<file path="src/hw/rtl/rsh_pkg.sv">
// Shared types and constants of the RGB sharpener with luma histogram.
`default_nettype none

package rsh_pkg;

   localparam int IMAGE_WIDTH_W  = 12;
   localparam int IMAGE_HEIGHT_W = 16;
   localparam int CSR_INDEX_W    = 1;
   localparam int CSR_DATA_W     = 16;

   localparam logic [CSR_INDEX_W-1:0] CSR_IMAGE_WIDTH  = 1'd0;
   localparam logic [CSR_INDEX_W-1:0] CSR_IMAGE_HEIGHT = 1'd1;

   localparam logic [IMAGE_WIDTH_W-1:0]  IMAGE_WIDTH_RESET  = 12'd640;
   localparam logic [IMAGE_HEIGHT_W-1:0] IMAGE_HEIGHT_RESET = 16'd480;

   localparam int CHAN_W    = 8;
   localparam int BIN_W     = 3;
   localparam int BIN_COUNT = 5;
   localparam int COUNT_W   = 28;

   localparam int QUEUE_DEPTH = 8;
   localparam int QUEUE_AW    = 3;
   localparam int QUEUE_LW    = 4;

   typedef struct packed {
      logic [CHAN_W-1:0] red_in;
      logic [CHAN_W-1:0] green_in;
      logic [CHAN_W-1:0] blue_in;
   } req_type;

   typedef struct packed {
      logic [CHAN_W-1:0]  red_out;
      logic [CHAN_W-1:0]  green_out;
      logic [CHAN_W-1:0]  blue_out;
      logic [BIN_W-1:0]   luma_bin;
      logic [COUNT_W-1:0] bin0_total;
      logic [COUNT_W-1:0] bin1_total;
      logic [COUNT_W-1:0] bin2_total;
      logic [COUNT_W-1:0] bin3_total;
      logic [COUNT_W-1:0] bin4_total;
      logic               run_last;
      logic               frame_done;
   } rsp_type;

   typedef struct packed {
      logic [CHAN_W-1:0] red;
      logic [CHAN_W-1:0] green;
      logic [CHAN_W-1:0] blue;
   } pixel_type;

   localparam int PIXEL_W = $bits(pixel_type);

   typedef struct packed {
      pixel_type        center_px;
      logic [BIN_W-1:0] center_bin;
      pixel_type        own_px;
      logic [BIN_W-1:0] own_bin;
      logic             has_center;
      logic             has_own;
      logic             clear_counts;
      logic             frame_done;
   } entry_type;

endpackage

`default_nettype wire

</file>
<file path="src/hw/rtl/rsh_back.sv">
// Back end: splits entries into results, keeps the bin counts, drives the output register.
`default_nettype none

module rsh_back (
   input  logic               clock,
   input  logic               reset,
   input  rsh_pkg::entry_type head,
   input  logic               queue_empty,
   output logic               queue_pop,
   output logic               rsp_valid,
   input  logic               rsp_stall,
   output rsh_pkg::rsp_type   rsp_payload
);

   localparam int CW = rsh_pkg::COUNT_W;
   localparam int BW = rsh_pkg::BIN_W;
   localparam int NB = rsh_pkg::BIN_COUNT;

   logic               load, use_center, last_result, clear_now;
   rsh_pkg::pixel_type px;
   logic [BW-1:0]      bin;
   logic [CW-1:0]      counts_ff [NB];
   logic [CW-1:0]      counts_in [NB];
   logic               phase_ff, phase_in;
   logic               rsp_valid_ff, rsp_valid_in;
   rsh_pkg::rsp_type   rsp_payload_ff, rsp_payload_in;

   always_comb begin
      load        = !queue_empty && (!rsp_valid_ff || !rsp_stall);
      use_center  = head.has_center && !phase_ff;
      px          = use_center ? head.center_px : head.own_px;
      bin         = use_center ? head.center_bin : head.own_bin;
      last_result = !use_center || !head.has_own;
      clear_now   = head.clear_counts && !phase_ff;

      for (int k = 0; k < NB; k++) begin
         counts_in[k] = counts_ff[k];
         if (load) begin
            counts_in[k] = (clear_now ? '0 : counts_ff[k]) + CW'(bin == BW'(k));
         end
      end

      queue_pop    = load && last_result;
      phase_in     = load ? !last_result : phase_ff;
      rsp_valid_in = load || (rsp_valid_ff && rsp_stall);

      rsp_payload_in = rsp_payload_ff;
      if (load) begin
         rsp_payload_in.red_out    = px.red;
         rsp_payload_in.green_out  = px.green;
         rsp_payload_in.blue_out   = px.blue;
         rsp_payload_in.luma_bin   = bin;
         rsp_payload_in.bin0_total = counts_in[0];
         rsp_payload_in.bin1_total = counts_in[1];
         rsp_payload_in.bin2_total = counts_in[2];
         rsp_payload_in.bin3_total = counts_in[3];
         rsp_payload_in.bin4_total = counts_in[4];
         rsp_payload_in.run_last   = last_result;
         rsp_payload_in.frame_done = !use_center && head.frame_done;
      end

      rsp_valid   = rsp_valid_ff;
      rsp_payload = rsp_payload_ff;
   end

   always_ff @(posedge clock) begin
      if (reset) begin
         phase_ff     <= 1'b0;
         rsp_valid_ff <= 1'b0;
         for (int k = 0; k < NB; k++) begin
            counts_ff[k] <= '0;
         end
      end else begin
         phase_ff     <= phase_in;
         rsp_valid_ff <= rsp_valid_in;
         for (int k = 0; k < NB; k++) begin
            counts_ff[k] <= counts_in[k];
         end
      end
   end

   always_ff @(posedge clock) begin
      rsp_payload_ff <= rsp_payload_in;
   end

endmodule

`default_nettype wire

</file>
<file path="config.mk">
export PLATFORM = sky130hd
export DESIGN_NAME = rsh_back
export DESIGN_NICKNAME = d
export VERILOG_FILES = /design/src/hw/rtl/rsh_pkg.sv /design/src/hw/rtl/rsh_back.sv
export SDC_FILE = /design/constraint.sdc
export NUM_CORES = 1
export LEC_CHECK = 0
export BUFFER_PORTS_ARGS = -buffer_cell sky130_fd_sc_hd__buf_2
export CAP_MARGIN = 25
export CORE_MARGIN = 1.5
export CORE_UTILIZATION = 25
export CTS_BUF_LIST = sky130_fd_sc_hd__clkbuf_4
export DETAILED_ROUTE_END_ITERATION = 8
export PLACE_DENSITY_LB_ADDON = 0.2
export SYNTH_ARGS = -nofsm -noshare
export SYNTH_HDL_FRONTEND = slang
export SYNTH_SLANG_ARGS = --single-unit
</file>
<file path="constraint.sdc">
create_clock -name clock -period 12 [get_ports clock]
set_clock_uncertainty 0.15 [all_clocks]
set_input_delay 0.6 -clock clock [delete_from_list [all_inputs] [get_ports clock]]
set_output_delay 0.6 -clock clock [all_outputs]
set_load 0.05 [all_outputs]
</file>
; ---- Yosys cells after proc, flatten, opt, wreduce, memory -nomap -nowiden
; Memories as Yosys holds them, arrays and structs flattened.
; Cells that the tools add are included.
[word_totals]
wordCells = 65
input_bits = 62
register_bits = 171
ram_bits = 140
n_memories = 1
[memory_table]
columns = name, depth, word_bits, read_ports, rd_ports_with_merged_regs, write_ports, line_no
row1 = counts_ff, 5, 28, 5, 0, 5, rsh_back.sv:22  ; logic [CW-1:0] counts_ff [NB];
[classes]
n_reduce_logical = 17
addsub = 5
mux = 20
bitwise_logic = 5
n_eq_ne = 4
[ops]
columns = cell, count
row1 = two-way mux 28 bit, 15
row2 = adder 28 x 1 -> 28 bit, 5
row3 = two-way mux 24 bit, 1
row4 = logical NOT 1 bit, 7
row5 = equality test 3 x 2 -> 1 bit (second input constant), 2
row6 = logical AND 1 bit, 6
row7 = bitwise OR 1 bit, 5
row8 = equality test 3 x 1 -> 1 bit (second input constant), 1
row9 = equality test 3 bit (second input constant), 1
row10 = logical NOT 3 bit, 1
row11 = logical OR 1 bit, 3
row12 = two-way mux 1 bit, 3
row13 = two-way mux 3 bit, 1

; ---- Depth between registers and ports, before layout
; Gate-level depths: netlist of run 1.
[depth]
depth_word = 7
depth_mapped = 15
mapped_depth_nobuf = 13

; ---- Worst setup path before layout of run 1
; No wires, ideal clock.
[synth_timing]
path_type = input to register
startpoint = input rsp_stall
endpoint = memory counts_ff[0][112] (netlist name)
t_required_ps = 11768
stages = 6
arrival_time_ps = 6533
path_slack_ps = 5236
path_cell_list = a21o_4 clkinv_4 clkbuf_1 buf_1 nand2_1 a21oi_1
[synth_lines]
columns = element, line_no
row1 = start: declaration, rsh_back.sv:11  ; input logic rsp_stall,
row2 = end: declaration, rsh_back.sv:22

==> impl_metrics.toml, run 1 <==
[outcome]
outcome = "complete, no violations"

[sta]
tightest_slew_ns = 0.972
post-route-period-util_pct = 35.0
slew_violations = 0
finalSetupViolCount = 0
relSlewSlack_pct = 35.2
fin_crit_ns = 4.20
fin_tns_setup_ns = 0
final_hold_viol_count = 0
fmax_mhz = 238
rsz0062_at_grt = "false"

[detailed_routing]
drc = 0
drtIter0Drc = 543
drt_pass1_iterations = 5
wl_um = 36300
wl_per_cell_um = 15.5
num_vias = 10311
vias_per_cell = 4.39
ant_nets = 0

[die]
ios = 233
num_rows = 84
fp.dieW_um = 233
die_area_um2 = 54300
die_height_um = 233
start_util_pct = 25.2
design.core.area_um2 = 52400

[synth]
avgSynthCellArea_um2 = 10.5
syn-cell-area_um2 = 13200
yosysUniqueCellTypes = 55
synth-edff-count = 169
synthAdderAreaFrac_pct = 1.42
synth_xor_area_share_pct = 4.90
ys_seq_elements = 311
yosysWarnings = 0
ys.flop_type = "edfxtp_1"
async_flop_share_pct = 0
yosys.area_share.simple_pct = 25.1
ys_seq_area_share_pct = 59.9
muxShareOfSynthArea_pct = 0.312
synth_nets = 1332
synthCells = 1255
synth_top_family_by_area = "simple AND/OR/NAND/NOR gates"
synth_compound_area_share_pct = 6.06

[setup_path]
path_max_fanout = 86
slowest_stage = "or4_4"
critical-path-top-delay-family = "buffers and inverters"
crit_chain = "dlygate4sd3_1 -> buf_2 -> a21o_4 -> inv_8 -> buf_4 -> nand2_2 -> or4_4 -> o311ai_4 -> o41ai_2"
crit_required_ns = 12.33
crit_arrival_ns = 4.52
cp-start-kind = "input pin"
end_kind = "register"
crit_type = "in -> reg"
path_buf_inv = 4
max_stage_delay_ns = 0.78

[final_layout]
drive_gt1_share_pct = 25.2
fin_area_um2 = 16900
final_common_cell = "nand2_1"
layout_common_cells = "nand2_1, buf_2, edfxtp_1"
fillCellCount = 5443
area_delta_synth_final_pct = 27.9
utilization_pct = 32.2
nets = 1659

[cts]
clkTransAtPathRegs_ns = 0.06
cts_resized = 0
clk_path_buf_depth = 3
tritoncts = "yes"
htree_levels = 3
cts_root_buf = "clkbuf_4"
numCtsBuffers = 89
clock_latency_ns = 0.81
clkSinkCount = 311

[placement]
post_dp_cell_area_um2 = 15100
io_buffers = 232
place.gp.congestion = 0.776
hpwl_um = 22900

[global_route]
grt_max_degree = 87
antenna_found_initial = 1
first_global_vias = 10181
track_usage_pct = 13.5
grt_first_pass_wirelength_um = 56200
overflow = 0

[pwr]
power_density_nw_per_um2 = 147
peakVddDrop_mv = 0.0586
p_leak_uw = 0.00652

[flow_run]
drv_cap = 0

[worst_hold_path]
hp-class = "in -> reg"
-- flip-flops by register name, indices dropped and copies added (netlist names) --
signal and cells:
counts_ff 140, phase_ff 1, rsp_payload 169, rsp_valid 1
-- final cells by class --
| class | count | area, µm² | share of cell area (%) |
|---|---|---|---|
| Sequential cell | 311 | 7920 | 46.8 |
| Multi-Input combinational cell | 872 | 5020 | 29.7 |
| Timing Repair Buffer | 300 | 1830 | 10.8 |
| Clock buffer | 140 | 1050 | 6.22 |
| Tap cell | 688 | 861 | 5.09 |
| Clock inverter | 27 | 198 | 1.17 |
| Inverter | 8 | 37.5 | 0.222 |
| Antenna cell | 1 | 2.50 | 0.0148 |
-- cells in the mapped netlist, types with 7 or more instances --
cell,instances,share of area (%)
nand2_1,266,7.5
edfxtp_1,169,38
dfxtp_1,142,21
nor2b_1,128,6.1
nand3_1,68,2.6
o21ai_0,55,2.1
nand4_1,43,2.0
nor2_1,42,1.2
xor2_1,42,2.8
clkbuf_1,36,1.0
xnor2_1,32,2.1
and3_1,30,1.4
a21oi_1,26,0.98
buf_2,19,0.72
and2_1,16,0.76
nor3_1,16,0.61
ha_1,15,1.4
o31ai_1,15,0.85
a31oi_1,13,0.61
and4_1,13,0.86
buf_1,8,0.23
inv_1,7,0.20
-- path summary, 6_finish.rpt --
check / startpoint / end / slack (ns) / depth (start not counted)
worst max register to register: rsp_valid / rsp_payload[44] / 7.89 / 7
worst min register to register: counts_ff[0][84] / counts_ff[0][84] / 0.33 / 2
worst max-delay path: queue_empty / rsp_payload[44] / 7.80 / 9
worst min-delay path: reset / counts_ff[0][53] / 0.20 / 2
-- cell families after synthesis --
logic type / Yosys count
DFF: 311
buffers and inverters: 72
adders and majority gates: 15
muxes: 4
AOI/OAI and AO/OA: 131
xor gates and xnor gates: 74
and+or+nand+nor: 648
-- power breakdown --
group          leakage, µW  switching, µW  total [µW]  internal [µW]
Combinational      0.00297            197         255           57.6
Sequential         0.00282           10.9        1170           1160
Clock             0.000736            467        1060            596
Total              0.00652            675        2480           1810
-- what timing repair did --
item,CTS,global route
hold endpoints to repair,31,0
hold buffers,58,0
setup buffers,0,0
-- per-layer routing --
layer  vias to the layer above  global-route usage (%)  share of wire (%)
li1                       5114                       -                  -
met3                        68                    3.75                5.4
met1                      4894                    16.9                 45
met2                       235                    21.2                 46
met4                         0                    6.57                2.8
met5                         -                       0                  0
-- metrics by stage --
step	worst slack, ns	instances	hold slack (ns)	power, µW
after CTS	7.58	2344	0.0933	2540
after global placement	7.42	2119	0.314	1430
after floorplan	5.24	1255	0.304	1360
after detailed placement	7.40	2119	0.321	1430
final	7.80	2347	0.204	2480
after global routing	7.59	2347	0.168	2610
No activity file was read; power rests on OpenSTA's default activity.
==> run 2: changes to the inputs <==
- ABC_AREA: not set -> 1
- clock period: 12 -> 3.9 ns (I/O delays scaled with it)
==> impl_metrics.toml, run 2 <==
[final_layout]
layout_common_cells = "nand2_1, buf_2, inv_1"
fillCellCount = 6017
drive_gt1_share_pct = 19.9
final_common_cell = "nand2_1"
largest_reg_flops = 169
utilization_pct = 33.5
nets = 2323
fin_area_um2 = 19400
fin_cells = 3095
area_delta_synth_final_pct = 31.7

[synth]
ys.flop_type = "edfxtp_1"
synthCells = 1822
yosysTopAreaCellShare_pct = 34.4
ys_seq_elements = 311
synth_nets = 1899
synth_common_cells = "nand2_1, inv_1, nor2_1"
yosysMostFrequentCell = "nand2_1"
synth-edff-count = 169
async_flop_share_pct = 0
avgSynthCellArea_um2 = 8.10
yosysTopAreaCell = "edfxtp_1"
ys_seq_area_share_pct = 53.7
yosysWarnings = 0
synth_area_leaders = "edfxtp_1, dfxtp_1, nand2_1"
syn-cell-area_um2 = 14700
yosysUniqueCellTypes = 37

[pwr]
p_leak_uw = 0.00839
power_density_nw_per_um2 = 407
report.power.total_uw = 7900
peakVddDrop_mv = 0.204

[worst_hold_path]
hp-class = "in -> reg"

[global_route]
first_global_vias = 13819
overflow = 0
antenna_found_initial = 2
track_usage_pct = 15.1
grt_first_pass_wirelength_um = 71400
grt_max_degree = 143

[die]
die_area_um2 = 60500
die_height_um = 246
fp.dieW_um = 246
design.core.area_um2 = 58000
ios = 233
num_rows = 88
start_util_pct = 25.4

[cts]
htree_levels = 3
clk_path_buf_depth = 3
clkTransAtPathRegs_ns = 0.06
numCtsBuffers = 92
cts_root_buf = "clkbuf_4"
clkSinkCount = 311
tritoncts = "yes"
clock_latency_ns = 0.81

[setup_path]
crit_required_ns = 4.28
path_max_fanout = 8
end_kind = "register"
crit_arrival_ns = 3.94
cp-start-kind = "register"
crit_type = "reg -> reg"

[sta]
rsz0062_at_grt = "true"
post-route-period-util_pct = 91.3
slew_violations = 0
finalSetupViolCount = 0
fin_tns_setup_ns = 0
final_hold_viol_count = 0
relSlewSlack_pct = 35.5
fmax_mhz = 281
fin_crit_ns = 3.56
tightest_slew_ns = 0.968

[detailed_routing]
drtIter0Drc = 733
wl_per_cell_um = 14.6
drc = 0
num_vias = 13688
ant_nets = 0
wl_um = 45300
vias_per_cell = 4.42
drt_pass1_iterations = 6

[flow_run]
drv_cap = 0

[placement]
place.gp.congestion = 0.811
io_buffers = 232
hpwl_um = 28800
post_dp_cell_area_um2 = 16700
place_inst = 2776

[outcome]
outcome = "complete, no violations"
## run 2: cell types whose count changed after synthesis, moves of 22 or more
cell | previous run | this run
nand2_1 | 266 | 513
inv_1 | 7 | 206
nor2_1 | 42 | 204
nand3_1 | 68 | 196
nor2b_1 | 128 | 1
a21oi_1 | 26 | 122
xor2_1 | 42 | 0
xnor2_1 | 32 | 0
and3_1 | 30 | 1
nand4_1 | 43 | 15
nor2_2 | 0 | 26
nand3b_1 | 0 | 22
## run 2: where the power goes
part / switching [µW] / total, µW / internal (µW)
clock: 1520 / 3370 / 1840
sequential: 33.2 / 3600 / 3570
combinational: 677 / 928 / 251
## run 2: final cells by class
| class | instances | area [µm²] | share of cell area [%] |
|---|---|---|---|
| well taps | 765 | 957 | 4.93 |
| multi-input cells | 1243 | 5760 | 29.6 |
| clock buffers | 141 | 1060 | 5.45 |
| clock inverters | 33 | 205 | 1.06 |
| inverters | 211 | 800 | 4.12 |
| diodes | 4 | 10.0 | 0.0515 |
| flip-flops and latches | 311 | 7920 | 40.8 |
| repair buffers | 387 | 2720 | 14.0 |
## run 2: worst max-delay path, stage by stage (launching register included)
cell and delay (ns):
dfxtp_1 0.36, inv_2 0.08, nand2_1 0.16, nand2_1 0.06, dlygate4sd3_1 0.56, o21ai_2 0.14, inv_1 0.10, nor2_1 0.22
ha_1 0.23, ha_1 0.23, nand2_1 0.07, nor2_1 0.10, nand2_1 0.11, nor2_1 0.15, nand2_2 0.17, nor2_2 0.22
nand2_1 0.07, nand2_1 0.08, nand2_1 0.06
## run 2: kinds of logic (layout without fill, tap and decap cells)
logic type                 Yosys count  after routing  synth area share [%]
AOI/OAI and AO/OA                  194            194                  6.91
adders and majority gates           15             15                  1.27
buffers and inverters              268            772                  7.42
DFF                                311            311                  53.7
other                                0              4                     0
and+or+nand+nor                   1034           1034                  30.7
## run 2: what timing repair did
action / CTS / global route
buffers inserted: 0 / 0
hold buffers: 141 / 0
gates resized for setup: 0 / 5
endpoints found under the hold margin: 178 / 0
setup endpoints to repair: 0 / 38
## run 2: stage by stage
stage	hold WS, ns	setup slack [ns]
global route	0.0351	-0.0227
CTS	0.0262	0.106
finish	0.138	0.339
global placement	0.246	0.472
floorplan	0.141	0.0384
detailed placement	0.248	0.409
## run 2: metal layers
metal / wire length [µm] / track usage (%)
met5: 0 / 0
met1: 19100 / 17.3
met3: 2340 / 4.02
met2: 21800 / 25.7
met4: 2020 / 7.81
## run 2: path summary, 6_finish.rpt
path | slack [ns] | endpoint | cells after the start | from
max | 0.34 | rsp_payload[54] | 18 | phase_ff
min | 0.14 | counts_ff[0][0] | 7 | head[32]
max reg2reg | 0.34 | rsp_payload[54] | 18 | phase_ff
min reg2reg | 0.38 | counts_ff[0][117] | 2 | counts_ff[0][117]
