==> src/hw/rtl/rsh_pkg.sv <==
// Shared types and constants of the RGB sharpener with luma histogram.
`default_nettype none

package rsh_pkg;

   localparam int IMAGE_WIDTH_W  = 12;
   localparam int IMAGE_HEIGHT_W = 16;
   localparam int CSR_INDEX_W    = 1;
   localparam int CSR_DATA_W     = 16;

   localparam logic [CSR_INDEX_W-1:0] CSR_IMAGE_WIDTH  = 1'd0;
   localparam logic [CSR_INDEX_W-1:0] CSR_IMAGE_HEIGHT = 1'd1;

   localparam logic [IMAGE_WIDTH_W-1:0]  IMAGE_WIDTH_RESET  = 12'd640;
   localparam logic [IMAGE_HEIGHT_W-1:0] IMAGE_HEIGHT_RESET = 16'd480;

   localparam int CHAN_W    = 8;
   localparam int BIN_W     = 3;
   localparam int BIN_COUNT = 5;
   localparam int COUNT_W   = 28;

   localparam int QUEUE_DEPTH = 8;
   localparam int QUEUE_AW    = 3;
   localparam int QUEUE_LW    = 4;

   typedef struct packed {
      logic [CHAN_W-1:0] red_in;
      logic [CHAN_W-1:0] green_in;
      logic [CHAN_W-1:0] blue_in;
   } req_type;

   typedef struct packed {
      logic [CHAN_W-1:0]  red_out;
      logic [CHAN_W-1:0]  green_out;
      logic [CHAN_W-1:0]  blue_out;
      logic [BIN_W-1:0]   luma_bin;
      logic [COUNT_W-1:0] bin0_total;
      logic [COUNT_W-1:0] bin1_total;
      logic [COUNT_W-1:0] bin2_total;
      logic [COUNT_W-1:0] bin3_total;
      logic [COUNT_W-1:0] bin4_total;
      logic               run_last;
      logic               frame_done;
   } rsp_type;

   typedef struct packed {
      logic [CHAN_W-1:0] red;
      logic [CHAN_W-1:0] green;
      logic [CHAN_W-1:0] blue;
   } pixel_type;

   localparam int PIXEL_W = $bits(pixel_type);

   typedef struct packed {
      pixel_type        center_px;
      logic [BIN_W-1:0] center_bin;
      pixel_type        own_px;
      logic [BIN_W-1:0] own_bin;
      logic             has_center;
      logic             has_own;
      logic             clear_counts;
      logic             frame_done;
   } entry_type;

endpackage

`default_nettype wire

==> src/hw/rtl/rsh_fifo.sv <==
// Short queue of classified pixel entries between the front and back ends.
`default_nettype none

module rsh_fifo (
   input  logic                         clock,
   input  logic                         reset,
   input  logic                         push,
   input  rsh_pkg::entry_type           push_entry,
   input  logic                         pop,
   output rsh_pkg::entry_type           head,
   output logic [rsh_pkg::QUEUE_LW-1:0] level,
   output logic                         empty
);

   localparam int QAW = rsh_pkg::QUEUE_AW;
   localparam int QLW = rsh_pkg::QUEUE_LW;

   rsh_pkg::entry_type entries_ff [rsh_pkg::QUEUE_DEPTH];
   logic [QAW-1:0]     wr_ptr_ff, wr_ptr_in;
   logic [QAW-1:0]     rd_ptr_ff, rd_ptr_in;
   logic [QLW-1:0]     level_ff, level_in;

   always_comb begin
      wr_ptr_in = push ? wr_ptr_ff + QAW'(1) : wr_ptr_ff;
      rd_ptr_in = pop ? rd_ptr_ff + QAW'(1) : rd_ptr_ff;
      level_in  = level_ff + QLW'(push) - QLW'(pop);
      head      = entries_ff[rd_ptr_ff];
      level     = level_ff;
      empty     = (level_ff == '0);
   end

   always_ff @(posedge clock) begin
      if (reset) begin
         wr_ptr_ff <= '0;
         rd_ptr_ff <= '0;
         level_ff  <= '0;
      end else begin
         wr_ptr_ff <= wr_ptr_in;
         rd_ptr_ff <= rd_ptr_in;
         level_ff  <= level_in;
      end
   end

   always_ff @(posedge clock) begin
      if (push) begin
         entries_ff[wr_ptr_ff] <= push_entry;
      end
   end

endmodule

`default_nettype wire

==> config.mk <==
export PLATFORM = sky130hd
export DESIGN_NAME = rsh_fifo
export DESIGN_NICKNAME = d
export VERILOG_FILES = /design/src/hw/rtl/rsh_pkg.sv /design/src/hw/rtl/rsh_fifo.sv
export SDC_FILE = /design/constraint.sdc
export NUM_CORES = 1
export LEC_CHECK = 0
export BUFFER_PORTS_ARGS = -buffer_cell sky130_fd_sc_hd__buf_2
export CAP_MARGIN = 25
export CORE_ASPECT_RATIO = 1.5
export CORE_MARGIN = 2
export CORE_UTILIZATION = 30
export CTS_BUF_LIST = sky130_fd_sc_hd__clkbuf_8
export DETAILED_ROUTE_END_ITERATION = 16
export GPL_TIMING_DRIVEN = 0
export PLACE_DENSITY = 0.46
export SLEW_MARGIN = 40
export SYNTH_ARGS = -nofsm -noshare
export SYNTH_HDL_FRONTEND = slang
export SYNTH_SLANG_ARGS = --single-unit
==> constraint.sdc <==
create_clock -name clock -period 7.8 [get_ports clock]
set_clock_uncertainty 0.05 [all_clocks]
set_input_delay 1.56 -clock clock [delete_from_list [all_inputs] [get_ports clock]]
set_output_delay 1.56 -clock clock [all_outputs]
set_load 0.1 [all_outputs]
Word-level counts from Yosys, hierarchy flattened
Memory sizes are Yosys's and may differ from the RTL's. A register that Yosys moved wholly into a read port is not among the register bits.
Index checks and enable logic that the tools add are counted.
- memory bits (writable): 464
- input port bits: 62
- output and inout port bits: 63
- bits in registers: 10
- memories kept: 1
- add/subtract/negate cells: 4
- multiplexer cells: 4
- reduce and logical (&&, ||, !) cells: 1
- memory list (memory ; words ; width ; read ports ; clocked after Yosys merged registers in ; write ports ; line ; source):
    entries_ff ; 8 ; 58 ; 1 ; 1 ; 1 ; rsh_fifo.sv:18 ; rsh_pkg::entry_type entries_ff [rsh_pkg::QUEUE_DEPTH];
- operators by type and width (kind ; number):
    $add 3x1->3 const B ; 2
    $mux 3 ; 2
    $add 4x1->4 ; 1
    $logic_not 4->1 ; 1
    $sub 4x1->4 ; 1
    $mux 1 ; 2

Logic depth before layout (Yosys ltp)
Gate-level depths: netlist of run 1.
- depth in word-level cells: 3
- depth in mapped cells: 8

Worst setup path before layout of run 1
OpenSTA, ideal clock, no wires.
- path kind: in2reg
- start point: input push
- end point: memory entries_ff[0][0] (netlist bit) (enable)
- arrival: 5.603 ns
- buffers on the path: 0
- path slack: 1.602 ns
- stages on the path: 2
- required time: 7.205 ns
- library setup time: 0.545 ns
- cell sequence: nand2b_1 nor3_1
- cells in the longest elaborated chain, start to end: 2
- RTL lines (what ; line ; source):
    start, declared ; rsh_fifo.sv:7 ; input logic push,
    $mux 1 ; rsh_fifo.sv:45 ; if (push) begin
    $mux 1 (implied by the code) ; rsh_fifo.sv:46 ; entries_ff[wr_ptr_ff] <= push_entry;
    end, declared ; rsh_fifo.sv:18 ;
No other way between the ends.

==> results of run 1 <==
## state kept, by name, summed over array words and instances, names as in the netlist, named ones only
signal	flops
wr_ptr_ff	3
rd_ptr_ff	3
level	4
entries_ff	464
## final cells by class
cell class / instances / share of cell area (%)
diodes: 1 / 0.0113
repair buffers: 178 / 6.85
well taps: 784 / 4.44
clock buffers: 78 / 4.85
inverters: 7 / 0.119
multi-input cells: 221 / 17.3
flip-flops and latches: 477 / 64.2
clock inverters: 45 / 1.18
plain buffers: 33 / 1.09
## power groups by stage
stage | registers (uW) | clock network [uW] | logic (uW)
after CTS | 2910 | 2030 | 984
after global placement | 2970 | 0 | 945
after detailed placement | 2960 | 0 | 982
after global routing | 2910 | 2130 | 1010
final | 2910 | 1940 | 961
after floorplan | 3010 | 0 | 701
## layer usage
layer / vias up / part of all wire [%]
met5: - / 0.13
met4: 10 / 1.9
met3: 67 / 5.8
met1: 4357 / 41
li1: 3651 / -
met2: 185 / 51
## cells by family (layout without fill, tap and decap cells)
kind of cell / count (synthesis) / count (layout) / share of synthesized area [%]
compound gates: 3 / 3 / 0.103
xor+xnor: 5 / 5 / 0.240
fa+ha+maj: 8 / 8 / 0.591
buf+inv: 40 / 341 / 1.44
flops: 477 / 477 / 77.9
mux: 176 / 176 / 19.0
other cells: 0 / 1 / 0
simple gates: 29 / 29 / 0.700
## stage by stage
step / setup WS (ns) / hold WS [ns] / util (%)
2_1_floorplan: 1.60 / 0.435 / -
3_3_place_gp: -3.44 / 0.452 / 33.0
3_5_place_dp: 3.85 / 0.471 / 34.6
4_1_cts: 3.16 / 0.488 / 36.8
5_1_grt: 3.12 / 0.522 / 36.8
6_report: 3.29 / 0.482 / 36.8
## critical path: stages, from the launching register on
cell and delay, ns:
dfxtp_1 0.30, buf_2 0.24, buf_2 0.37, buf_2 0.40, mux4_2 0.37, mux2_4 0.30, buf_2 0.30
## worst paths after layout
path	from	end	slack [ns]	cells past startpoint
worst min-delay path	wr_ptr_ff[2]	wr_ptr_ff[2]	0.48	2
worst max-delay path	register	head[31]	3.29	6
worst min register to register	wr_ptr_ff[2]	wr_ptr_ff[2]	0.48	2
worst max register to register	wr_ptr_ff[2]	entries_ff[0][48]	5.49	5
## layout by cell type, fill, tap and decap left out, drive strengths merged
| cell | netlist | final |
|---|---|---|
| a21oi | 2 | 2 |
| bufinv | 0 | 3 |
| dfxtp | 13 | 13 |
| nand2 | 4 | 4 |
| and3 | 1 | 1 |
| nand2b | 4 | 4 |
| fa | 1 | 1 |
| nor2b | 1 | 1 |
| ha | 7 | 7 |
| nor2 | 16 | 16 |
| nand3 | 1 | 1 |
| a31o | 1 | 1 |
| mux4 | 116 | 116 |
| xor2 | 3 | 3 |
| clkinvlp | 0 | 2 |
| buf | 20 | 198 |
| edfxtp | 464 | 464 |
| diode | 0 | 1 |
| xnor2 | 2 | 2 |
| mux2 | 58 | 58 |
| nor3 | 2 | 2 |
| inv | 7 | 31 |
| mux2i | 2 | 2 |
| clkbuf | 13 | 91 |
| clkinv | 0 | 16 |
==> flow_results.xml, run 1 <==
<?xml version="1.0" encoding="UTF-8"?>
<metrics>
  <group name="pwr">
    <metric name="power_frac_comb" unit="%">16.5</metric>
    <metric name="p_int" unit="uW">4170</metric>
    <metric name="clock_power_share" unit="%">33.4</metric>
    <metric name="power" unit="uW">5810</metric>
    <metric name="power_frac_seq" unit="%">50.0</metric>
    <metric name="power.switching" unit="uW">1630</metric>
    <metric name="power.density" unit="mW/mm2">263</metric>
    <metric name="vdd_drop_max" unit="mV">0.237</metric>
    <metric name="switching_share" unit="%">28.1</metric>
    <metric name="power.leakage" unit="uW">0.00733</metric>
  </group>
  <group name="clock_network">
    <metric name="tritoncts.num_buffers" unit="">75</metric>
    <metric name="clock_tree.htree_level_count" unit="">3</metric>
    <metric name="clock_network_latency_to_the_later_pin_of_the_worst_skew_pair" unit="ns">0.60</metric>
    <metric name="cts_hold_repair.buffers" unit="">0</metric>
    <metric name="clock_tree.root_cell" unit="">clkbuf_8</metric>
    <metric name="clk_path_buf_depth" unit="">3</metric>
    <metric name="path_clk_slew" unit="ns">0.06</metric>
    <metric name="cts_num_sinks" unit="">477</metric>
    <metric name="cts_tree" unit="">yes</metric>
    <metric name="cts_repair_resize_count" unit="">0</metric>
    <metric name="post_cts.repair.setup_buffers" unit="">0</metric>
  </group>
  <group name="route">
    <metric name="detail_route.iter0.violations" unit="">507</metric>
    <metric name="postRouteAntennaNets" unit="">0</metric>
    <metric name="routed_wire_per_std_cell" unit="um">22.6</metric>
    <metric name="wl" unit="mm">41.1</metric>
    <metric name="drt-vias-per-instance" unit="">4.53</metric>
    <metric name="post-route-drc-count" unit="">0</metric>
    <metric name="firstDrtPassIters" unit="">7</metric>
    <metric name="route.vias.total" unit="">8270</metric>
  </group>
  <group name="final_layout">
    <metric name="layout-drive-gt1-share" unit="%">44.8</metric>
    <metric name="area_occupied_by_registers" unit="mm2">0.0142</metric>
    <metric name="nNetsFinal" unit="">1063</metric>
    <metric name="post_layout_nonfiller_instances" unit="">1824</metric>
    <metric name="fillerInstances" unit="">5623</metric>
    <metric name="multiInputGateArea" unit="mm2">0.00382</metric>
    <metric name="synthToLayoutAreaGrowth" unit="%">21.4</metric>
    <metric name="design_area" unit="mm2">0.0221</metric>
  </group>
  <group name="sta">
    <metric name="final_min_period_over_clock_period" unit="%">57.8</metric>
    <metric name="slew_viol_final" unit="">0</metric>
    <metric name="min_period" unit="ns">4.51</metric>
    <metric name="setup_tns" unit="ns">0</metric>
    <metric name="relSlewSlack" unit="%">47.4</metric>
    <metric name="max_freq" unit="MHz">222</metric>
    <metric name="hold_violations" unit="">0</metric>
    <metric name="rsz0062_at_grt" unit="">false</metric>
    <metric name="finalSetupViolCount" unit="">0</metric>
    <metric name="max_slew.worst_pin.slew" unit="ns">0.789</metric>
  </group>
  <group name="synth">
    <metric name="yosysSeqAreaShare" unit="%">77.9</metric>
    <metric name="share_of_flip_flops_with_an_asynchronous_set_or_reset" unit="%">0</metric>
    <metric name="post-synth-top-area-cell" unit="">edfxtp_1</metric>
    <metric name="yosys_warnings" unit="">0</metric>
    <metric name="postSynth.topFlopCell" unit="">edfxtp_1</metric>
    <metric name="yosysMostFrequentCell" unit="">edfxtp_1</metric>
    <metric name="syn-mean-instance-area" unit="um2">24.7</metric>
    <metric name="top_cells_by_instance_count_after_synthesis" unit="">464 x edfxtp_1, 108 x mux4_2, 40 x mux2_4</metric>
    <metric name="synthesis.instances" unit="">738</metric>
    <metric name="synth-edff-count" unit="">464</metric>
    <metric name="synth_area" unit="mm2">0.0182</metric>
    <metric name="synthTopCellsByArea" unit="">edfxtp_1 76%, mux4_2 13%, mux2_4 3.3%</metric>
    <metric name="yosys_register_bits" unit="">477</metric>
    <metric name="synth_largest_type_area_fraction" unit="%">76.5</metric>
    <metric name="post_synth_num_cell_types" unit="">27</metric>
    <metric name="synthesis.nets" unit="">808</metric>
  </group>
  <group name="place">
    <metric name="placed_cells_incl_taps" unit="">1700</metric>
    <metric name="area_post_placement" unit="mm2">0.0208</metric>
    <metric name="placement.io_buffers" unit="">124</metric>
    <metric name="place_hpwl" unit="mm">27.5</metric>
    <metric name="place_congestion" unit="">0.643</metric>
  </group>
  <group name="grt">
    <metric name="grt_pass1_wl" unit="mm">60.6</metric>
    <metric name="grt.overflow.total" unit="">0</metric>
    <metric name="global_route.peak_usage_layer" unit="">met2</metric>
    <metric name="vias_in_the_first_global_route" unit="">9189</metric>
    <metric name="grtUsageMet3" unit="%">3.78</metric>
    <metric name="met2_usage" unit="%">23.2</metric>
    <metric name="grt_start_max_net_pins" unit="">15</metric>
    <metric name="grt_resource_usage_total" unit="%">13.4</metric>
    <metric name="grt_use_met1" unit="%">16.3</metric>
    <metric name="antenna_found_initial" unit="">7</metric>
  </group>
  <group name="die">
    <metric name="chipHeight" unit="um">306</metric>
    <metric name="design.die.area" unit="mm2">0.0628</metric>
    <metric name="die_w" unit="um">205</metric>
    <metric name="io-pin-count" unit="">125</metric>
    <metric name="core" unit="mm2">0.0600</metric>
    <metric name="fp_rows" unit="">110</metric>
    <metric name="initial_core_utilization" unit="%">30.4</metric>
  </group>
  <group name="setup_path">
    <metric name="crit_path_dat" unit="ns">2.90</metric>
    <metric name="endpoint_kind" unit="">output pin</metric>
    <metric name="worstSetupStartpointType" unit="">register</metric>
    <metric name="worst-endpoint-required" unit="ns">6.19</metric>
    <metric name="critPathMaxFanout" unit="">10</metric>
    <metric name="criticalPathCategory" unit="">reg -&gt; out</metric>
  </group>
  <group name="hold_path">
    <metric name="hold_path.class" unit="">reg -&gt; reg</metric>
  </group>
  <group name="run">
    <metric name="max_cap_violations" unit="">0</metric>
  </group>
  <group name="outcome">
    <metric name="outcome" unit="">finished clean</metric>
  </group>
</metrics>
(Power assumes the default switching activity.)
==> inputs of run 2 (changes only) <==
--- a/config.mk
+++ b/config.mk
@@ -13,7 +13,7 @@
 export CTS_BUF_LIST = sky130_fd_sc_hd__clkbuf_8
 export DETAILED_ROUTE_END_ITERATION = 16
 export GPL_TIMING_DRIVEN = 0
-export PLACE_DENSITY = 0.46
+export PLACE_DENSITY = 0.48
 export SLEW_MARGIN = 40
 export SYNTH_ARGS = -nofsm -noshare
 export SYNTH_HDL_FRONTEND = slang
==> constraint.sdc (replaced) <==
create_clock -name clock -period 4.1 [get_ports clock]
set_clock_uncertainty 0.05 [all_clocks]
set_input_delay 0.82 -clock clock [delete_from_list [all_inputs] [get_ports clock]]
set_output_delay 0.82 -clock clock [all_outputs]
set_load 0.1 [all_outputs]
==> run 2 against run 1 <==
Wire length increased by 0.67%. Critical path depth is the same. Global-route usage up 0.096 points. Critical path type unchanged.
==> flow_results.xml, run 2 (synthesis gave the netlist of run 1 again) <==
<?xml version="1.0" encoding="UTF-8"?>
<metrics>
  <group name="sta">
    <metric name="finalSetupViolCount" unit="">0</metric>
    <metric name="min_period" unit="ns">3.75</metric>
    <metric name="slew_viol_final" unit="">0</metric>
    <metric name="final_min_period_over_clock_period" unit="%">91.6</metric>
    <metric name="rsz0062_at_grt" unit="">false</metric>
    <metric name="max_freq" unit="MHz">266</metric>
    <metric name="setup_ws" unit="ns">0.346</metric>
    <metric name="max_slew.worst_pin.slew" unit="ns">0.860</metric>
    <metric name="relSlewSlack" unit="%">42.6</metric>
    <metric name="hold_violations" unit="">0</metric>
  </group>
  <group name="place">
    <metric name="worst_case_setup_slack_after_placement" unit="ns">0.882</metric>
    <metric name="area_post_placement" unit="mm2">0.0208</metric>
    <metric name="place_congestion" unit="">0.644</metric>
    <metric name="placement.io_buffers" unit="">124</metric>
    <metric name="place_hpwl" unit="mm">27.2</metric>
    <metric name="placed_cells_incl_taps" unit="">1691</metric>
  </group>
  <group name="die">
    <metric name="die_w" unit="um">205</metric>
    <metric name="initial_core_utilization" unit="%">30.4</metric>
    <metric name="io-pin-count" unit="">125</metric>
    <metric name="fp_rows" unit="">110</metric>
    <metric name="core" unit="mm2">0.0600</metric>
    <metric name="design.die.area" unit="mm2">0.0628</metric>
    <metric name="chipHeight" unit="um">306</metric>
  </group>
  <group name="pwr">
    <metric name="power" unit="uW">11000</metric>
    <metric name="power.leakage" unit="uW">0.00728</metric>
    <metric name="power.density" unit="mW/mm2">499</metric>
    <metric name="vdd_drop_max" unit="mV">0.675</metric>
  </group>
  <group name="route">
    <metric name="detail_route.iter0.violations" unit="">430</metric>
    <metric name="drt-vias-per-instance" unit="">4.59</metric>
    <metric name="route.vias.total" unit="">8330</metric>
    <metric name="routed_wire_per_std_cell" unit="um">22.8</metric>
    <metric name="firstDrtPassIters" unit="">4</metric>
    <metric name="post-route-drc-count" unit="">0</metric>
    <metric name="wl" unit="mm">41.4</metric>
    <metric name="postRouteAntennaNets" unit="">0</metric>
  </group>
  <group name="final_layout">
    <metric name="area_occupied_by_registers" unit="mm2">0.0142</metric>
    <metric name="design_area" unit="mm2">0.0221</metric>
    <metric name="layout.cells.most_common" unit="">edfxtp_1</metric>
    <metric name="fillerInstances" unit="">5645</metric>
    <metric name="regMostFlops" unit="">entries_ff</metric>
    <metric name="post_layout_nonfiller_instances" unit="">1816</metric>
    <metric name="largest_register_ff_count" unit="">464</metric>
    <metric name="layout_common_cells" unit="">464 x edfxtp_1, 137 x buf_2, 108 x mux4_2, 79 x clkbuf_8, 40 x mux2_4</metric>
    <metric name="multiInputGateArea" unit="mm2">0.00383</metric>
    <metric name="utilization" unit="%">36.8</metric>
    <metric name="synthToLayoutAreaGrowth" unit="%">21.3</metric>
    <metric name="nNetsFinal" unit="">1054</metric>
    <metric name="layout-drive-gt1-share" unit="%">44.6</metric>
  </group>
  <group name="setup_path">
    <metric name="crit_chain" unit="">buf_2, buf_2, buf_2, mux4_2, mux2_4, buf_2</metric>
    <metric name="cp_num_cells" unit="">6</metric>
    <metric name="criticalPathCategory" unit="">reg -&gt; out</metric>
    <metric name="worstSetupStartpointType" unit="">register</metric>
    <metric name="crit_path_dat" unit="ns">2.88</metric>
    <metric name="crit_slowest_cell" unit="">buf_2</metric>
    <metric name="critPathMaxFanout" unit="">10</metric>
    <metric name="cpPeakStageDelay" unit="ns">0.39</metric>
    <metric name="critPathMostFrequentCell" unit="">buf_2</metric>
    <metric name="worst-endpoint-required" unit="ns">3.23</metric>
    <metric name="critical_path.top_delay_family" unit="">buffers and inverters</metric>
    <metric name="endpoint_kind" unit="">output pin</metric>
    <metric name="wp_buf_inv" unit="">4</metric>
    <metric name="ff2ff_path_depth" unit="">5</metric>
  </group>
  <group name="grt">
    <metric name="grt_start_max_net_pins" unit="">15</metric>
    <metric name="met2_usage" unit="%">22.6</metric>
    <metric name="global_route.peak_usage_layer" unit="">met2</metric>
    <metric name="grt_pass1_wl" unit="mm">61.3</metric>
    <metric name="grt_resource_usage_total" unit="%">13.5</metric>
    <metric name="grt.overflow.total" unit="">0</metric>
    <metric name="grt_use_met1" unit="%">17.3</metric>
    <metric name="vias_in_the_first_global_route" unit="">9215</metric>
    <metric name="grtUsageMet3" unit="%">3.19</metric>
    <metric name="antenna_found_initial" unit="">5</metric>
  </group>
  <group name="clock_network">
    <metric name="post_cts.repair.setup_buffers" unit="">0</metric>
    <metric name="clock_tree.htree_level_count" unit="">3</metric>
    <metric name="clock_tree.root_cell" unit="">clkbuf_8</metric>
    <metric name="clk_path_buf_depth" unit="">3</metric>
    <metric name="cts_num_sinks" unit="">477</metric>
    <metric name="cts_tree" unit="">yes</metric>
    <metric name="path_clk_slew" unit="ns">0.06</metric>
    <metric name="clock_network_latency_to_the_later_pin_of_the_worst_skew_pair" unit="ns">0.59</metric>
    <metric name="cts_repair_resize_count" unit="">0</metric>
    <metric name="cts_hold_repair.buffers" unit="">0</metric>
    <metric name="tritoncts.num_buffers" unit="">75</metric>
  </group>
  <group name="hold_path">
    <metric name="min_delay_path_depth" unit="">1</metric>
    <metric name="hold_path.class" unit="">in -&gt; reg</metric>
  </group>
  <group name="outcome">
    <metric name="outcome" unit="">finished clean</metric>
  </group>
  <group name="run">
    <metric name="max_cap_violations" unit="">0</metric>
  </group>
</metrics>
==> run 2: metrics by stage <==
step                setup TNS [ns]  hold WS, ns
global route                     0        0.396
global placement          -1395.63        0.451
floorplan                        0        0.435
finish                           0        0.425
CTS                              0        0.365
detailed placement               0        0.462
==> run 2: worst paths after layout <==
kind / startpoint / to / slack, ns
setup / recovery: register / head[31] / 0.35
hold / removal: push_entry[36] / entries_ff[1][36] / 0.43
setup reg to reg: wr_ptr_ff[0] / entries_ff[3][40] / 1.93
hold reg to reg: rd_ptr_ff[2] / rd_ptr_ff[2] / 0.47
==> run 2: worst reg2reg max path: cells and delay by family, from the launching register on <==
family / cells / cell delay, ns
simple gates: 2 / 0.73
buf+inv: 3 / 0.57
flops: 1 / 0.54
==> run 2: area by class of cell <==
cell class / instances / area share, %
antenna: 1 / 0.0113
sequential: 477 / 64.2
tap: 784 / 4.44
timing repair buffer: 169 / 6.81
inverter: 7 / 0.119
buffer: 33 / 1.09
clock buffer: 79 / 4.92
clock inverter: 45 / 1.08
multi-input combinational: 221 / 17.3
==> run 2: per-layer routing <==
layer  up-vias  share of wire (%)
li1       3628                  -
met1      4414                 42
met2       210                 51
met3        72                5.1
met4         6                2.0
met5         -              0.087
==> run 2: report_power, final <==
part           leakage (uW)  internal, uW  switching, uW  total (uW)
sequential          0.00432          5490           38.5        5530
clock              0.000759          1890           1770        3670
combinational       0.00220           518           1320        1840
total               0.00728          7900           3130       11000
==> inputs of run 3 (changes only) <==
--- a/config.mk
+++ b/config.mk
@@ -9,11 +9,11 @@
 export CAP_MARGIN = 25
 export CORE_ASPECT_RATIO = 1.5
 export CORE_MARGIN = 2
-export CORE_UTILIZATION = 30
+export CORE_UTILIZATION = 50
 export CTS_BUF_LIST = sky130_fd_sc_hd__clkbuf_8
 export DETAILED_ROUTE_END_ITERATION = 16
 export GPL_TIMING_DRIVEN = 0
-export PLACE_DENSITY = 0.48
+export PLACE_DENSITY = 0.72
 export SLEW_MARGIN = 40
 export SYNTH_ARGS = -nofsm -noshare
 export SYNTH_HDL_FRONTEND = slang
==> run 3 against run 2 <==
Wire length shrank 16%. Combinational power shrank 2%. Worst hold slack gained 0.011 ns. Flip-flop and latch count is the same. Final cell count shrank 17%. Power shrank 1.1%. Clock-buffer cell count shrank 4. Die area shrank 39%. Register-to-register slack gained 0.03 ns. Non-clock buffer count shrank 3. Sequential power is essentially flat.
==> flow_results.xml, run 3 (synthesis gave the netlist of run 1 again) <==
<?xml version="1.0" encoding="UTF-8"?>
<metrics>
  <group name="outcome">
    <metric name="outcome" unit="">finished clean</metric>
  </group>
  <group name="pwr">
    <metric name="p_int" unit="uW">7930</metric>
    <metric name="power.leakage" unit="uW">0.00720</metric>
    <metric name="power.switching" unit="uW">2980</metric>
    <metric name="vdd_drop_max" unit="mV">0.459</metric>
    <metric name="power_frac_seq" unit="%">50.7</metric>
    <metric name="switching_share" unit="%">27.3</metric>
    <metric name="power.density" unit="mW/mm2">505</metric>
    <metric name="power_frac_comb" unit="%">16.5</metric>
    <metric name="clock_power_share" unit="%">32.9</metric>
  </group>
  <group name="die">
    <metric name="die_w" unit="um">160</metric>
    <metric name="core" unit="mm2">0.0359</metric>
    <metric name="io-pin-count" unit="">125</metric>
    <metric name="fp_rows" unit="">85</metric>
    <metric name="design.die.area" unit="mm2">0.0380</metric>
    <metric name="chipHeight" unit="um">238</metric>
    <metric name="initial_core_utilization" unit="%">50.7</metric>
  </group>
  <group name="clock_network">
    <metric name="clock_tree.htree_level_count" unit="">3</metric>
    <metric name="tritoncts.num_buffers" unit="">67</metric>
    <metric name="post_cts.repair.setup_buffers" unit="">0</metric>
    <metric name="clock_tree.root_cell" unit="">clkbuf_8</metric>
    <metric name="cts_hold_repair.buffers" unit="">0</metric>
    <metric name="path_clk_slew" unit="ns">0.06</metric>
    <metric name="cts_num_sinks" unit="">477</metric>
    <metric name="clk_path_buf_depth" unit="">3</metric>
    <metric name="cts_tree" unit="">yes</metric>
    <metric name="clock_network_latency_to_the_later_pin_of_the_worst_skew_pair" unit="ns">0.60</metric>
    <metric name="cts_repair_resize_count" unit="">0</metric>
  </group>
  <group name="setup_path">
    <metric name="crit_slowest_cell" unit="">buf_2</metric>
    <metric name="cp_num_cells" unit="">6</metric>
    <metric name="critical_path.top_delay_family" unit="">buffers and inverters</metric>
    <metric name="cpPeakStageDelay" unit="ns">0.37</metric>
    <metric name="wp_buf_inv" unit="">4</metric>
    <metric name="endpoint_kind" unit="">output pin</metric>
    <metric name="criticalPathCategory" unit="">reg -&gt; out</metric>
    <metric name="critPathMostFrequentCell" unit="">buf_2</metric>
    <metric name="worst-endpoint-required" unit="ns">3.23</metric>
    <metric name="ff2ff_path_depth" unit="">5</metric>
    <metric name="worstSetupStartpointType" unit="">register</metric>
    <metric name="crit_path_dat" unit="ns">2.78</metric>
    <metric name="critPathMaxFanout" unit="">10</metric>
    <metric name="crit_chain" unit="">buf_2, buf_2, buf_2, mux4_2, mux2_4, buf_2</metric>
  </group>
  <group name="final_layout">
    <metric name="regMostFlops" unit="">entries_ff</metric>
    <metric name="nNetsFinal" unit="">1043</metric>
    <metric name="layout-drive-gt1-share" unit="%">44.3</metric>
    <metric name="layout.cells.most_common" unit="">edfxtp_1</metric>
    <metric name="largest_register_ff_count" unit="">464</metric>
    <metric name="synthToLayoutAreaGrowth" unit="%">18.5</metric>
    <metric name="multiInputGateArea" unit="mm2">0.00383</metric>
    <metric name="post_layout_nonfiller_instances" unit="">1502</metric>
    <metric name="fillerInstances" unit="">2611</metric>
    <metric name="layout_common_cells" unit="">464 x edfxtp_1, 137 x buf_2, 108 x mux4_2, 75 x clkbuf_8, 40 x mux2_4</metric>
    <metric name="area_occupied_by_registers" unit="mm2">0.0142</metric>
  </group>
  <group name="place">
    <metric name="place_hpwl" unit="mm">23.3</metric>
    <metric name="worst_case_setup_slack_after_placement" unit="ns">1.03</metric>
    <metric name="placed_cells_incl_taps" unit="">1382</metric>
    <metric name="placement.io_buffers" unit="">124</metric>
    <metric name="place_congestion" unit="">0.679</metric>
  </group>
  <group name="grt">
    <metric name="grt_resource_usage_total" unit="%">18.8</metric>
    <metric name="grt_start_max_net_pins" unit="">15</metric>
    <metric name="vias_in_the_first_global_route" unit="">8894</metric>
    <metric name="antenna_found_initial" unit="">6</metric>
    <metric name="grt_pass1_wl" unit="mm">52.2</metric>
    <metric name="grt.overflow.total" unit="">0</metric>
  </group>
  <group name="sta">
    <metric name="max_slew.worst_pin.slew" unit="ns">0.794</metric>
    <metric name="final_min_period_over_clock_period" unit="%">88.9</metric>
    <metric name="finalSetupViolCount" unit="">0</metric>
    <metric name="min_period" unit="ns">3.65</metric>
    <metric name="setup_ws" unit="ns">0.455</metric>
    <metric name="slew_viol_final" unit="">0</metric>
    <metric name="relSlewSlack" unit="%">47.0</metric>
    <metric name="max_freq" unit="MHz">274</metric>
    <metric name="rsz0062_at_grt" unit="">false</metric>
    <metric name="hold_violations" unit="">0</metric>
  </group>
  <group name="hold_path">
    <metric name="min_delay_path_depth" unit="">1</metric>
    <metric name="hold_path.class" unit="">in -&gt; reg</metric>
  </group>
  <group name="route">
    <metric name="wl" unit="mm">34.9</metric>
    <metric name="postRouteAntennaNets" unit="">0</metric>
    <metric name="drt-vias-per-instance" unit="">5.48</metric>
    <metric name="top_signal_layer_used" unit="">met5</metric>
    <metric name="met3RoutedLength" unit="mm">2.00</metric>
    <metric name="firstDrtPassIters" unit="">4</metric>
    <metric name="detail_route.iter0.violations" unit="">551</metric>
    <metric name="wl_met1" unit="mm">14.0</metric>
    <metric name="routed_wire_per_std_cell" unit="um">23.2</metric>
    <metric name="route.vias.total" unit="">8225</metric>
    <metric name="routed-wl-met2" unit="mm">18.1</metric>
    <metric name="post-route-drc-count" unit="">0</metric>
  </group>
  <group name="run">
    <metric name="max_cap_violations" unit="">0</metric>
  </group>
</metrics>
[run 3: changes by cell type in the layout (fill, tap and decap cells not counted), moves of 4 or more]
cell,delta
buf_16,-5
clkbuf_8,-4
buf_6,-4
inv_1,-4
buf_4,+4
[run 3: area by class of cell]
class / instances / share of cell area (%)
antenna: 3 / 0.0348
buffer: 33 / 1.11
clock buffer: 75 / 4.78
clock inverter: 42 / 1.27
inverter: 7 / 0.122
multi-input combinational: 221 / 17.7
sequential: 477 / 65.8
tap: 478 / 2.77
timing repair buffer: 166 / 6.41
[run 3: per-layer routing]
layer,up-vias,track usage (%)
met5,-,0
met4,8,6.66
met3,54,4.75
met2,220,31.9
met1,4319,23.7
li1,3624,-
[run 3: through the flow]
step | total power [uW] | TNS, ns | instance area (um2) | hold WS (ns) | utilization [%]
5_1_grt | 11300 | 0 | 21600 | 0.410 | 60.0
2_1_floorplan | 7060 | 0 | 18200 | 0.435 | -
3_5_place_dp | 7450 | 0 | 20300 | 0.462 | 56.4
3_3_place_gp | 7380 | -1042.81 | 19400 | 0.451 | 54.1
4_1_cts | 11000 | 0 | 21600 | 0.378 | 60.0
6_report | 10900 | 0 | 21600 | 0.436 | 60.0
[run 3: final timing paths]
check | to | slack, ns | startpoint
worst max-delay path | head[34] | 0.45 | register
worst min-delay path | entries_ff[2][43] | 0.44 | push_entry[43]
worst max register to register | entries_ff[3][28] | 1.96 | wr_ptr_ff[0]
worst min register to register | wr_ptr_ff[2] | 0.49 | wr_ptr_ff[2]
[run 3: power groups by stage]
| stage | registers (uW) | logic, uW | clock network (uW) |
|---|---|---|---|
| CTS | 5530 | 1820 | 3690 |
| finish | 5530 | 1800 | 3580 |
| global placement | 5640 | 1740 | 0 |
| detailed placement | 5630 | 1820 | 0 |
| global route | 5540 | 1880 | 3870 |
| floorplan | 5730 | 1330 | 0 |
